File: config.mk
export PLATFORM = sky130hd
export DESIGN_NAME = permutation_unrank_top
export DESIGN_NICKNAME = d
export VERILOG_FILES = /design/src/design/pu_pkg.sv /design/src/design/pu_divider.sv /design/src/design/pu_pool.sv /design/src/design/permutation_unrank_top.sv
export SDC_FILE = /design/constraint.sdc
export NUM_CORES = 1
export LEC_CHECK = 0
export CAP_MARGIN = 20
export CORE_UTILIZATION = 46
export DETAILED_ROUTE_END_ITERATION = 10
export DONT_BUFFER_PORTS = 1
export SLEW_MARGIN = 20
export SYNTH_ARGS = -nofsm -noshare
export SYNTH_HDL_FRONTEND = slang
export SYNTH_SLANG_ARGS = --single-unit
File: constraint.sdc
create_clock -name clk_i -period 8.4 [get_ports clk_i]
set_clock_uncertainty 0.15 [all_clocks]
set_input_delay 0.84 -clock clk_i [delete_from_list [all_inputs] [get_ports clk_i]]
set_output_delay 0.84 -clock clk_i [all_outputs]
set_load 0.05 [all_outputs]
File: src/design/pu_pkg.sv
// Package for the permutation unrank block: request/result types, sizes,
// the factorial table and the control structs passed between submodules.
// No dependencies.
package pu_pkg;

  // Largest permutation length served
  localparam int unsigned MAX_N  = 12;
  localparam int unsigned LEN_W  = 4;
  localparam int unsigned RANK_W = 29;
  localparam int unsigned ELEM_W = 4;
  // Quotient digit width: a digit is always below MAX_N
  localparam int unsigned QW     = (MAX_N > 1) ? $clog2(MAX_N) : 1;
  localparam int unsigned IDX_W  = QW;

  typedef logic [LEN_W-1:0]  len_t;
  typedef logic [RANK_W-1:0] rank_t;
  typedef logic [ELEM_W-1:0] elem_t;
  typedef logic [QW-1:0]     quot_t;
  typedef logic [IDX_W-1:0]  idx_t;

  typedef struct packed {
    len_t  length;
    rank_t rank;
  } pu_req_t;

  typedef struct packed {
    elem_t element;
    logic  last;
    logic  error;
  } pu_result_t;

  // Divider response
  typedef struct packed {
    logic  done;
    quot_t quot;
    rank_t rem;
  } pu_div_rsp_t;

  // Pool command
  typedef struct packed {
    logic init;
    logic take;
    idx_t idx;
  } pu_pool_cmd_t;

  // m! for m in 0..MAX_N, zero outside
  function automatic rank_t fact_f(input len_t m);
    rank_t f;
    unique case (m)
      4'd0:    f = 29'd1;
      4'd1:    f = 29'd1;
      4'd2:    f = 29'd2;
      4'd3:    f = 29'd6;
      4'd4:    f = 29'd24;
      4'd5:    f = 29'd120;
      4'd6:    f = 29'd720;
      4'd7:    f = 29'd5040;
      4'd8:    f = 29'd40320;
      4'd9:    f = 29'd362880;
      4'd10:   f = 29'd3628800;
      4'd11:   f = 29'd39916800;
      4'd12:   f = 29'd479001600;
      default: f = '0;
    endcase
    return f;
  endfunction

endpackage

File: src/design/pu_divider.sv
// Restoring divider producing one small quotient digit (QW bits, one bit
// per cycle) and the remainder. Depends on pu_pkg.
module pu_divider (
  input  logic                clk_i,
  input  logic                rst_ni,
  input  logic                start_i,
  input  pu_pkg::rank_t       dividend_i,
  input  pu_pkg::rank_t       divisor_i,
  output pu_pkg::pu_div_rsp_t rsp_o
);
  import pu_pkg::*;

  localparam int unsigned CW = (QW > 1) ? $clog2(QW) : 1;
  localparam int unsigned TW = RANK_W + QW;

  logic            run_q, run_d;
  logic            done_q, done_d;
  logic [CW-1:0]   cnt_q, cnt_d;
  rank_t           rem_q, rem_d;
  rank_t           dsr_q, dsr_d;
  quot_t           quot_q, quot_d;
  logic [TW-1:0]   trial;
  logic [TW-1:0]   rem_ext;

  // One quotient bit per cycle, most significant first
  always_comb begin
    run_d   = run_q;
    done_d  = 1'b0;
    cnt_d   = cnt_q;
    rem_d   = rem_q;
    dsr_d   = dsr_q;
    quot_d  = quot_q;
    trial   = TW'(dsr_q) << cnt_q;
    rem_ext = TW'(rem_q);
    if (start_i) begin
      run_d  = 1'b1;
      cnt_d  = CW'(QW - 1);
      rem_d  = dividend_i;
      dsr_d  = divisor_i;
      quot_d = '0;
    end else if (run_q) begin
      if (rem_ext >= trial) begin
        rem_d          = RANK_W'(rem_ext - trial);
        quot_d[cnt_q]  = 1'b1;
      end
      if (cnt_q == '0) begin
        run_d  = 1'b0;
        done_d = 1'b1;
      end else begin
        cnt_d = cnt_q - 1'b1;
      end
    end
  end

  always_ff @(posedge clk_i or negedge rst_ni) begin
    if (!rst_ni) begin
      run_q  <= 1'b0;
      done_q <= 1'b0;
      cnt_q  <= '0;
    end else begin
      run_q  <= run_d;
      done_q <= done_d;
      cnt_q  <= cnt_d;
    end
  end

  always_ff @(posedge clk_i) begin
    rem_q  <= rem_d;
    dsr_q  <= dsr_d;
    quot_q <= quot_d;
  end

  assign rsp_o.done = done_q;
  assign rsp_o.quot = quot_q;
  assign rsp_o.rem  = rem_q;

`ifndef SYNTHESIS
  // A result only follows a running division
  a_done_after_run: assert property (@(posedge clk_i) disable iff (!rst_ni)
    done_q |-> $past(run_q))
    else $error("divider done without a running division");
`endif

endmodule

File: src/design/pu_pool.sv
// Ordered list of unused values: select an entry by index and close the
// gap behind it. Depends on pu_pkg.
module pu_pool (
  input  logic                 clk_i,
  input  pu_pkg::pu_pool_cmd_t cmd_i,
  output pu_pkg::elem_t        value_o
);
  import pu_pkg::*;

  elem_t pool_q [MAX_N];
  elem_t pool_d [MAX_N];

  // Selected value
  assign value_o = pool_q[cmd_i.idx];

  // Load 1..MAX_N, or remove the selected entry by shifting down
  always_comb begin
    for (int i = 0; i < MAX_N; i++) begin
      pool_d[i] = pool_q[i];
      if (cmd_i.init) begin
        pool_d[i] = ELEM_W'(i + 1);
      end else if (cmd_i.take && (IDX_W'(i) >= cmd_i.idx) && (i + 1 < MAX_N)) begin
        pool_d[i] = pool_q[i + 1];
      end
    end
  end

  always_ff @(posedge clk_i) begin
    for (int i = 0; i < MAX_N; i++) begin
      pool_q[i] <= pool_d[i];
    end
  end

endmodule

File: src/design/permutation_unrank_top.sv
// Permutation unrank top level: sequencer around one divider, reused for
// every element, and the value pool. Depends on pu_pkg, pu_divider, pu_pool.
//
// Usage: drive req_i (length n, one-based rank k) and raise start; the
// request is taken at a clock edge where start is high and busy is low.
// The block then emits the k-th lexicographic permutation of 1..n, one
// element per result on result_o, each present for one cycle with
// valid_o high; the final element carries last. A request with n zero or
// above MAX_N, k zero, or k above n! yields one result with error and last
// set and element zero, in the cycle after acceptance.
// Each element passes through a division start state, the QW restoring
// steps of the divider, and a wait state that sees the divider done and
// does the select-and-remove step. Busy stays high until the last element
// is issued; the next request may be taken while that last result is on
// the outputs.
// The receiver cannot stall: every result is taken in its cycle.
// Reset clears the sequencer and the result strobe; nothing is pending.
module permutation_unrank_top (
  input  logic                clk_i,
  input  logic                rst_ni,
  input  logic                start,
  input  pu_pkg::pu_req_t     req_i,
  output logic                busy,
  output logic                valid_o,
  output pu_pkg::pu_result_t  result_o
);
  import pu_pkg::*;

  typedef enum logic [1:0] {
    ST_IDLE,
    ST_DIV,
    ST_WAIT
  } state_e;

  state_e       state_q, state_d;
  len_t         rem_cnt_q, rem_cnt_d;
  rank_t        k_q, k_d;
  logic         valid_q, valid_d;
  pu_result_t   result_q, result_d;
  logic         req_bad;
  logic         div_start;
  rank_t        divisor;
  pu_div_rsp_t  div_rsp;
  pu_pool_cmd_t pool_cmd;
  elem_t        pool_value;
  quot_t        digit;

  // Request screening
  assign req_bad = (req_i.length == '0) || (req_i.length > LEN_W'(MAX_N)) ||
                   (req_i.rank == '0) || (req_i.rank > fact_f(req_i.length));

  // Digit clamped to the remaining pool size
  assign digit   = (QW'(div_rsp.quot) >= QW'(rem_cnt_q)) ? QW'(rem_cnt_q - 1'b1)
                                                          : div_rsp.quot;
  assign divisor = fact_f(rem_cnt_q - 1'b1);

  pu_divider u_div (
    .clk_i      (clk_i),
    .rst_ni     (rst_ni),
    .start_i    (div_start),
    .dividend_i (k_q),
    .divisor_i  (divisor),
    .rsp_o      (div_rsp)
  );

  pu_pool u_pool (
    .clk_i   (clk_i),
    .cmd_i   (pool_cmd),
    .value_o (pool_value)
  );

  // Sequencer
  always_comb begin
    state_d   = state_q;
    rem_cnt_d = rem_cnt_q;
    k_d       = k_q;
    valid_d   = 1'b0;
    result_d  = result_q;
    div_start = 1'b0;
    pool_cmd  = '{init: 1'b0, take: 1'b0, idx: digit};
    unique case (state_q)
      ST_IDLE: begin
        if (start) begin
          if (req_bad) begin
            valid_d  = 1'b1;
            result_d = '{element: '0, last: 1'b1, error: 1'b1};
          end else begin
            rem_cnt_d     = req_i.length;
            k_d           = req_i.rank - 1'b1;
            pool_cmd.init = 1'b1;
            state_d       = ST_DIV;
          end
        end
      end
      ST_DIV: begin
        div_start = 1'b1;
        state_d   = ST_WAIT;
      end
      ST_WAIT: begin
        if (div_rsp.done) begin
          pool_cmd.take = 1'b1;
          k_d           = div_rsp.rem;
          rem_cnt_d     = rem_cnt_q - 1'b1;
          valid_d       = 1'b1;
          result_d      = '{element: pool_value, last: (rem_cnt_q == LEN_W'(1)),
                            error: 1'b0};
          state_d       = (rem_cnt_q == LEN_W'(1)) ? ST_IDLE : ST_DIV;
        end
      end
      default: state_d = ST_IDLE;
    endcase
  end

  always_ff @(posedge clk_i or negedge rst_ni) begin
    if (!rst_ni) begin
      state_q <= ST_IDLE;
      valid_q <= 1'b0;
    end else begin
      state_q <= state_d;
      valid_q <= valid_d;
    end
  end

  always_ff @(posedge clk_i) begin
    rem_cnt_q <= rem_cnt_d;
    k_q       <= k_d;
    result_q  <= result_d;
  end

  assign busy     = (state_q != ST_IDLE);
  assign valid_o  = valid_q;
  assign result_o = result_q;

`ifndef SYNTHESIS
  // An error result ends the request and carries no element
  a_err_shape: assert property (@(posedge clk_i) disable iff (!rst_ni)
    valid_o && result_o.error |-> result_o.last && (result_o.element == '0))
    else $error("malformed error result");

  // A permutation element is never zero
  a_elem_nonzero: assert property (@(posedge clk_i) disable iff (!rst_ni)
    valid_o && !result_o.error |-> (result_o.element != '0))
    else $error("zero permutation element");

  // After the last element the block is free for a new request
  a_last_frees: assert property (@(posedge clk_i) disable iff (!rst_ni)
    valid_o && result_o.last |-> !busy)
    else $error("busy after last result");

  // Divider completes only while waiting on it
  a_done_in_wait: assert property (@(posedge clk_i) disable iff (!rst_ni)
    div_rsp.done |-> (state_q == ST_WAIT))
    else $error("divider result outside wait state");
`endif

endmodule

# ---- After elaboration in Yosys (flattened, before gate mapping)
# Memory sizes are Yosys's and may differ from the RTL's. A register that Yosys moved wholly into a read port is not among the register bits.
# Cells that the tools add are included.
dict set report totals {
  ramBits 48
  word_cells 141
  memories 3
  input_bits 36
  out_inout_bits 8
  register_bits 108
  mem_bits_ro 896
}
dict set report op_classes {
  add_sub_neg 4
  n_lt_le_gt_ge 17
  n_reduce_logical 29
  n_shift 1
  eq_ne 9
  n_mux 64
  bitwise 1
}
# memory depth width read_ports rd_clocked_by_memory_dff write_ports line_no
set memory_table {}
lappend memory_table {{(no name shown)} 16 28 1 1 0 pu_pkg.sv:49} ;# unique case (m)
lappend memory_table {{(no name shown)} 16 28 1 0 0 pu_pkg.sv:49}
lappend memory_table {u_pool.pool_q 12 4 12 0 12 pu_pool.sv:10} ;# elem_t pool_q [MAX_N];
# operator count
set op_table {}
lappend op_table {{two-way mux 29 bit} 6}
lappend op_table {{two-way mux 4 bit} 27}
lappend op_table {{case mux 29 bit (2 select lines)} 1}
lappend op_table {{greater-or-equal comparator 29 x 33 -> 1 bit} 1}
lappend op_table {{left shift 29 x 2 -> 33 bit} 1}
lappend op_table {{> comparator 29 bit} 1}
lappend op_table {{logical NOT 29 bit} 1}
lappend op_table {{subtractor 29 x 1 -> 29 bit (second input constant)} 1}
lappend op_table {{subtractor 29 bit} 1}
lappend op_table {{two-way mux 6 bit} 3}
lappend op_table {{greater-or-equal comparator 3 x 4 -> 1 bit (first input constant)} 4}
lappend op_table {{two-way mux 1 bit} 16}
lappend op_table {{greater-or-equal comparator 4 bit (first input constant)} 3}
lappend op_table {{logical AND 1 bit} 12}
lappend op_table {{two-way mux 2 bit} 6}
lappend op_table {{case mux 6 bit (2 select lines)} 1}
lappend op_table {{inequality test 2 bit (second input constant)} 5}
lappend op_table {{greater-or-equal comparator 1 x 4 -> 1 bit (first input constant)} 2}
lappend op_table {{greater-or-equal comparator 2 x 4 -> 1 bit (first input constant)} 2}
lappend op_table {{case mux 4 bit (2 select lines)} 1}
lappend op_table {{AND reduction 4 bit} 2}
lappend op_table {{nonzero test 2 bit} 4}
lappend op_table {{case mux 2 bit (3 select lines)} 1}
lappend op_table {{AND reduction 2 bit} 3}
lappend op_table {{other kinds (17)} 20}

# ---- Depth between registers and ports, before layout
dict set report logic_depth {
  depth_word 8
  depth_mapped 17
  ltp_nobuf 14
}

# ---- By module
# A second synthesis with hierarchy kept.
dict set report unflattened {
  cells_unflattened 1095
  hier_area_um2 10425.0
}
# mod instances area_each_um2 cells_per_inst seq_area_each_um2
set modules_own_cells {}
lappend modules_own_cells {pu_divider 1 4941.0 483 1921.8}
lappend modules_own_cells {permutation_unrank_top 1 3548.4 405 1246.2}
lappend modules_own_cells {pu_pool 1 1935.6 207 820.8}

# ---- Worst setup path before layout
# Ideal clock, no wire load.
dict set report synth_timing {
  path_type {flip-flop to flip-flop}
  startpoint {register u_div.cnt_q[1]}
  endpoint {register u_div.rem_q[0] (enable)}
  stages_incl_launch_ff 16
  t_arrival_ps 5029
  required_ps 7795
  setup_ps 455
  synth_period_minus_slack_ps 5634
  path_buffers 4
  setup_slack_ps 2766
  path_cell_list {dfrtp_1 > clkbuf_1 > buf_1 > clkbuf_1 > o211ai_1 > o21ai_0 > inv_1 > ha_1 > clkbuf_1 > nand4_1 > nor2_1 > nand3_1 > o221ai_1 > a31oi_1 > o21a_1 > o21ai_0}
}
dict set report synth_between {
  elab_chain_cells 4
}
# item line_no
set synth_lines {}
lappend synth_lines {{start: declaration} pu_divider.sv:18} ;# logic [CW-1:0] cnt_q, cnt_d;
lappend synth_lines {{start signal: assignment} pu_divider.sv:63} ;# cnt_q <= cnt_d;
lappend synth_lines {{left shift 29 x 2 -> 33 bit} pu_divider.sv:33} ;# trial = TW'(dsr_q) << cnt_q;
lappend synth_lines {{greater-or-equal comparator 29 x 33 -> 1 bit} pu_divider.sv:42} ;# if (rem_ext >= trial) begin
lappend synth_lines {{nonzero test 2 bit (no source line)} -}
lappend synth_lines {{AND reduction 2 bit (no source line)} -}
lappend synth_lines {{end signal: assignment} pu_divider.sv:68} ;# rem_q <= rem_d;
lappend synth_lines {{end: declaration} pu_divider.sv:19} ;# rank_t rem_q, rem_d;
# No other way between the ends.
# A chain may end at the register's enable or synchronous reset.

# ---- Worst setup path after layout
dict set report layout_timing {
  startpoint {input port req_i[30] (netlist bit)}
  endpoint {register k_q[3] (enable)}
}
dict set report layout_between {
  elab_chain_cells 6
  word_cells_on_any_way 9
  cone_classes {order compare (2); eq/ne (1); reduce/logical (5); memory (1)}
}
# item line_no
set layout_lines {}
lappend layout_lines {{start: declaration} permutation_unrank_top.sv:22} ;# input pu_pkg::pu_req_t req_i,
lappend layout_lines {{parallel branches: the longest is 3 deep, another holds > comparator 29 bit} -}
lappend layout_lines {{logical OR 1 bit (*)} permutation_unrank_top.sv:50} ;# (req_i.rank == '0) || (req_i.rank > fact_f(req_i.length));
lappend layout_lines {{inequality test 2 bit (no source line) (*)} -}
lappend layout_lines {{AND reduction 4 bit (no source line) (*)} -}
lappend layout_lines {{end signal: assignment} permutation_unrank_top.sv:126} ;# k_q <= k_d;
lappend layout_lines {{end: declaration} permutation_unrank_top.sv:37} ;# rank_t k_q, k_d;
# Every way passes the cells marked *.

==> results_tabular.tex <==
\begin{tabular}{lr}
\hline
Metric & Value \\
\hline
\multicolumn{2}{l}{\textbf{Global routing}} \\
Most congested layer reported by global routing & met1 \\
Wire length of the first global-routing pass & 38.4 mm \\
Maximum number of pins on one net before global-route repair & roughly 50 \\
Global routing usage summed across all routing layers & a little under a quarter \\
Gr ovfl total & 0 \\
Met1 demand-to-capacity share in global routing & a little over a third \\
Grt met2 use & between 30\% and 40\% \\
Via count of the first global-routing pass & 6870 \\
Number of antenna violations at the first check in global routing & 0 \\
Met3 Track Usage GR & 4.67\% \\
\multicolumn{2}{l}{\textbf{Clock tree}} \\
Number of cells upsized or downsized after cts & 0 \\
Number of buffers inserted by hold repair at cts & 1 \\
Num Clock Sinks & between 100 and 150 \\
Htree depth & 4 \\
Source-to-sink clock delay at the later pin of the worst-skew pair & about 0.42 ns \\
CTS Buffer Depth & 2 \\
Post-CTS setup buffers & 0 \\
Inserted Clock Buffers & 17 \\
Clock input transition at the sequential cells of the worst setup and hold paths & 0.06 ns \\
Clock tree root buffer cell & clkbuf\_16 \\
Clock tree from TritonCTS & yes \\
\multicolumn{2}{l}{\textbf{Die}} \\
Core box area & 0.0202 mm\^{}2 \\
Cell row count & 52 \\
Die Y & about 150 um \\
Chip Width & about 150 um \\
Starting Density & roughly 47\% \\
I/O pins & 44 \\
Die Footprint & around 0.021 mm\^{}2 \\
\multicolumn{2}{l}{\textbf{Place}} \\
Placer Congestion & around 0.9 \\
Number of cells after detailed placement & roughly 1300 \\
Post-DP HPWL & $\sim$19 mm \\
Port Buffer Count & 0 \\
\multicolumn{2}{l}{\textbf{Power and ir drop}} \\
Peak supply drop & roughly 180 uV \\
Static Leakage & about 0.0041 uW \\
Power per standard cell area & $\sim$450 mW/mm\^{}2 \\
\multicolumn{2}{l}{\textbf{Flow run}} \\
Max-capacitance violation count & 0 \\
\multicolumn{2}{l}{\textbf{Worst setup path}} \\
R2R setup slack & $\sim$4.2 ns \\
Worst path arrival time & 4.75 ns \\
CP endpoint kind & flip-flop \\
Cell count of the worst reg-to-reg path & 13 \\
Path type of the worst setup path & in -> reg \\
R2r endpoint & u\_div.rem\_q[24] \\
Crit Reg-Reg Startpoint & u\_div.cnt\_q[0] \\
Critical Path Source Type & primary input \\
Maximum fanout along the worst path & 33 \\
Critical path data required time & 8.32 ns \\
\multicolumn{2}{l}{\textbf{Synthesis}} \\
Post-Synthesis Net Count & between 1000 and 1500 \\
Fraction of the yosys area taken by sequential cells & roughly two fifths \\
Cell area after technology mapping & 0.00948 mm\^{}2 \\
Mean Syn Cell Area & roughly 9 um\^{}2 \\
Count of cell types in the netlist & 65 \\
Post-Syn Instances & about 1100 \\
Post-synthesis register bit count & 139 \\
Total number of yosys warnings & 0 \\
Fraction of registers with async set/reset & under 10\% \\
Number of flops mapped to enable cells by yosys & 93 \\
Most common flop cell mapped by yosys & edfxtp\_1 \\
\multicolumn{2}{l}{\textbf{Cells and area}} \\
Non-filler instance count after layout & between 1000 and 1500 \\
Most frequent cells in the layout & 155 x nand2\_1, 107 x nor2\_1, 93 x edfxtp\_1, 88 x o21ai\_0, 78 x a21oi\_1 \\
Antenna fix cells & 0 \\
Fraction of final layout cells sized beyond drive strength 1 & a little over 7\% \\
Fin nets & 1151 \\
Relative area change from synthesis to final layout & 8.81\% \\
Most frequent standard cell in the layout excluding fill and tap cells & nand2\_1 \\
\multicolumn{2}{l}{\textbf{STA}} \\
Final setup viols & 0 \\
Hold\_ws & about 0.33 ns \\
Minimum clock period & approximately 4.8 ns \\
Slew of the pin with the lowest slew margin & between 0.9 and 1 ns \\
Unrepaired setup endpoints after global routing & false \\
Upper clock frequency limit & between 200 and 250 MHz \\
Final TNS setup & 0 ns \\
Portion of the clock cycle consumed by the worst path in the final layout & 57.6\% \\
Max-slew violation count & 0 \\
Relative slew slack & around a third \\
Final count of hold timing violations & 0 \\
\multicolumn{2}{l}{\textbf{Run status}} \\
Run status & finished, final reports clean \\
\multicolumn{2}{l}{\textbf{Min path}} \\
Cells on Worst Hold Path & 2 \\
End point of the worst hold path & u\_pool.pool\_q[10][2] \\
Hold Crit Class & reg -> reg \\
Hold Crit Start & u\_pool.pool\_q[10][2] \\
\multicolumn{2}{l}{\textbf{Route}} \\
Vias after detailed routing & approximately 7600 \\
Count of routing violations after the opening detailed-route iteration & about 570 \\
Post-route ant nets & 0 \\
Via density & between 5 and 6 \\
Average routed wire per standard cell & between 15 and 20 um \\
Number of remaining DRC errors & 0 \\
Detailed-router iteration count before antenna repair & 5 \\
Final WL & about 25 mm \\
\hline
\end{tabular}
==> how the worst max path moves through the flow <==
| stage | slack (ns) | cells after the start | to | start |
|---|---|---|---|---|
| 4_1_cts | 3.58 | 13 | k_q[12] | req_i[30] |
| 5_1_grt | 3.29 | 13 | k_q[12] | req_i[30] |
| 3_3_place_gp | 3.26 | 13 | k_q[6] | req_i[30] |
| 2_1_floorplan | 2.77 | 15 | u_div.rem_q[0] | u_div.cnt_q[1] |
| 6_report | 3.56 | 13 | k_q[3] | req_i[30] |
| 3_5_place_dp | 3.14 | 13 | k_q[4] | req_i[30] |
==> kinds of logic after synthesis <==
kind of cell	count (synthesis)	share of synthesized area [%]
AO/OA/AOI/OAI	263	16.6
XOR/XNOR	52	4.80
adder cells (fa/ha/maj)	77	10.2
buffers and inverters	91	3.76
flip-flops	139	39.5
multiplexers	63	7.41
AND/OR/NAND/NOR	373	17.7
==> state kept, by name (all words and copies together) (netlist names) <==
signal	count
u_pool.pool_q	39
k_q	29
u_div.rem_q	29
u_div.dsr_q	21
result_o	6
rem_cnt_q	4
u_div.quot_q	4
state_q	2
u_div.cnt_q	2
u_div.done_q	1
u_div.run_q	1
valid_o	1
==> area by class of cell <==
class | count | area, um^2
repair buffers | 10 | 77.6
clock inverters | 11 | 97.6
multi-input cells | 828 | 5410
flip-flops and latches | 139 | 3750
fillers | 1921 | 9910
inverters | 42 | 158
clock buffers | 21 | 492
well taps | 270 | 338
==> per-stage QoR <==
stage / utilization, % / area, um^2 / setup WS [ns] / power, uW
after floorplan: - / 9480 / 2.77 / 3190
after global placement: 48.0 / 9710 / 3.26 / 3840
after detailed placement: 48.0 / 9720 / 3.14 / 3860
after CTS: 51.0 / 10300 / 3.58 / 4610
after global routing: 51.0 / 10300 / 3.29 / 4980
final: 51.0 / 10300 / 3.56 / 4650
==> power by group <==
part | internal, uW | total [uW] | switching (uW)
Sequential | 1090 | 1310 | 213
Clock | 428 | 737 | 309
Combinational | 991 | 2610 | 1620
Total | 2510 | 4650 | 2140
==> critical path: stages <==
cell       delay (ns)
inv_1            0.10
ha_1             0.23
nand3_1          0.25
ha_1             0.40
nand4_1          0.11
or4b_2           0.70
nor3_1           0.28
nand2_1          0.11
nand2_1          0.10
o2bb2ai_1        0.14
or4_1            0.89
nand2_1          0.18
buf_4            0.40
==> cells in the mapped netlist, drive strengths merged, types with 6 or more instances <==
master,count,share of area (%)
nand2b,9,0.59
nor4,9,0.82
mux2i,50,5.3
nand2,155,6.1
o21ai,91,4.8
a31oi,10,0.66
xnor2,27,2.5
buf,9,0.51
nand3,19,1.0
ha,76,10
nor2b,10,0.66
mux2,8,0.95
clkbuf,40,1.6
o21a,6,0.47
inv,42,1.7
xor2,25,2.3
nand4,16,1.1
nor3,22,1.2
o211ai,6,0.47
dfxtp,39,8.2
a32oi,6,0.55
a21oi,78,4.1
nor2,107,4.2
a21o,23,1.8
dfrtp,7,1.8
a211oi,7,0.55
edfxtp,93,29
==> layer usage <==
layer / part of all wire, % / vias up
met2: 42 / 209
met5: 0 / -
met1: 49 / 3595
met4: 1.2 / 0
met3: 6.9 / 17
li1: - / 3796
Note: power is estimated with default switching activity, not from simulation.
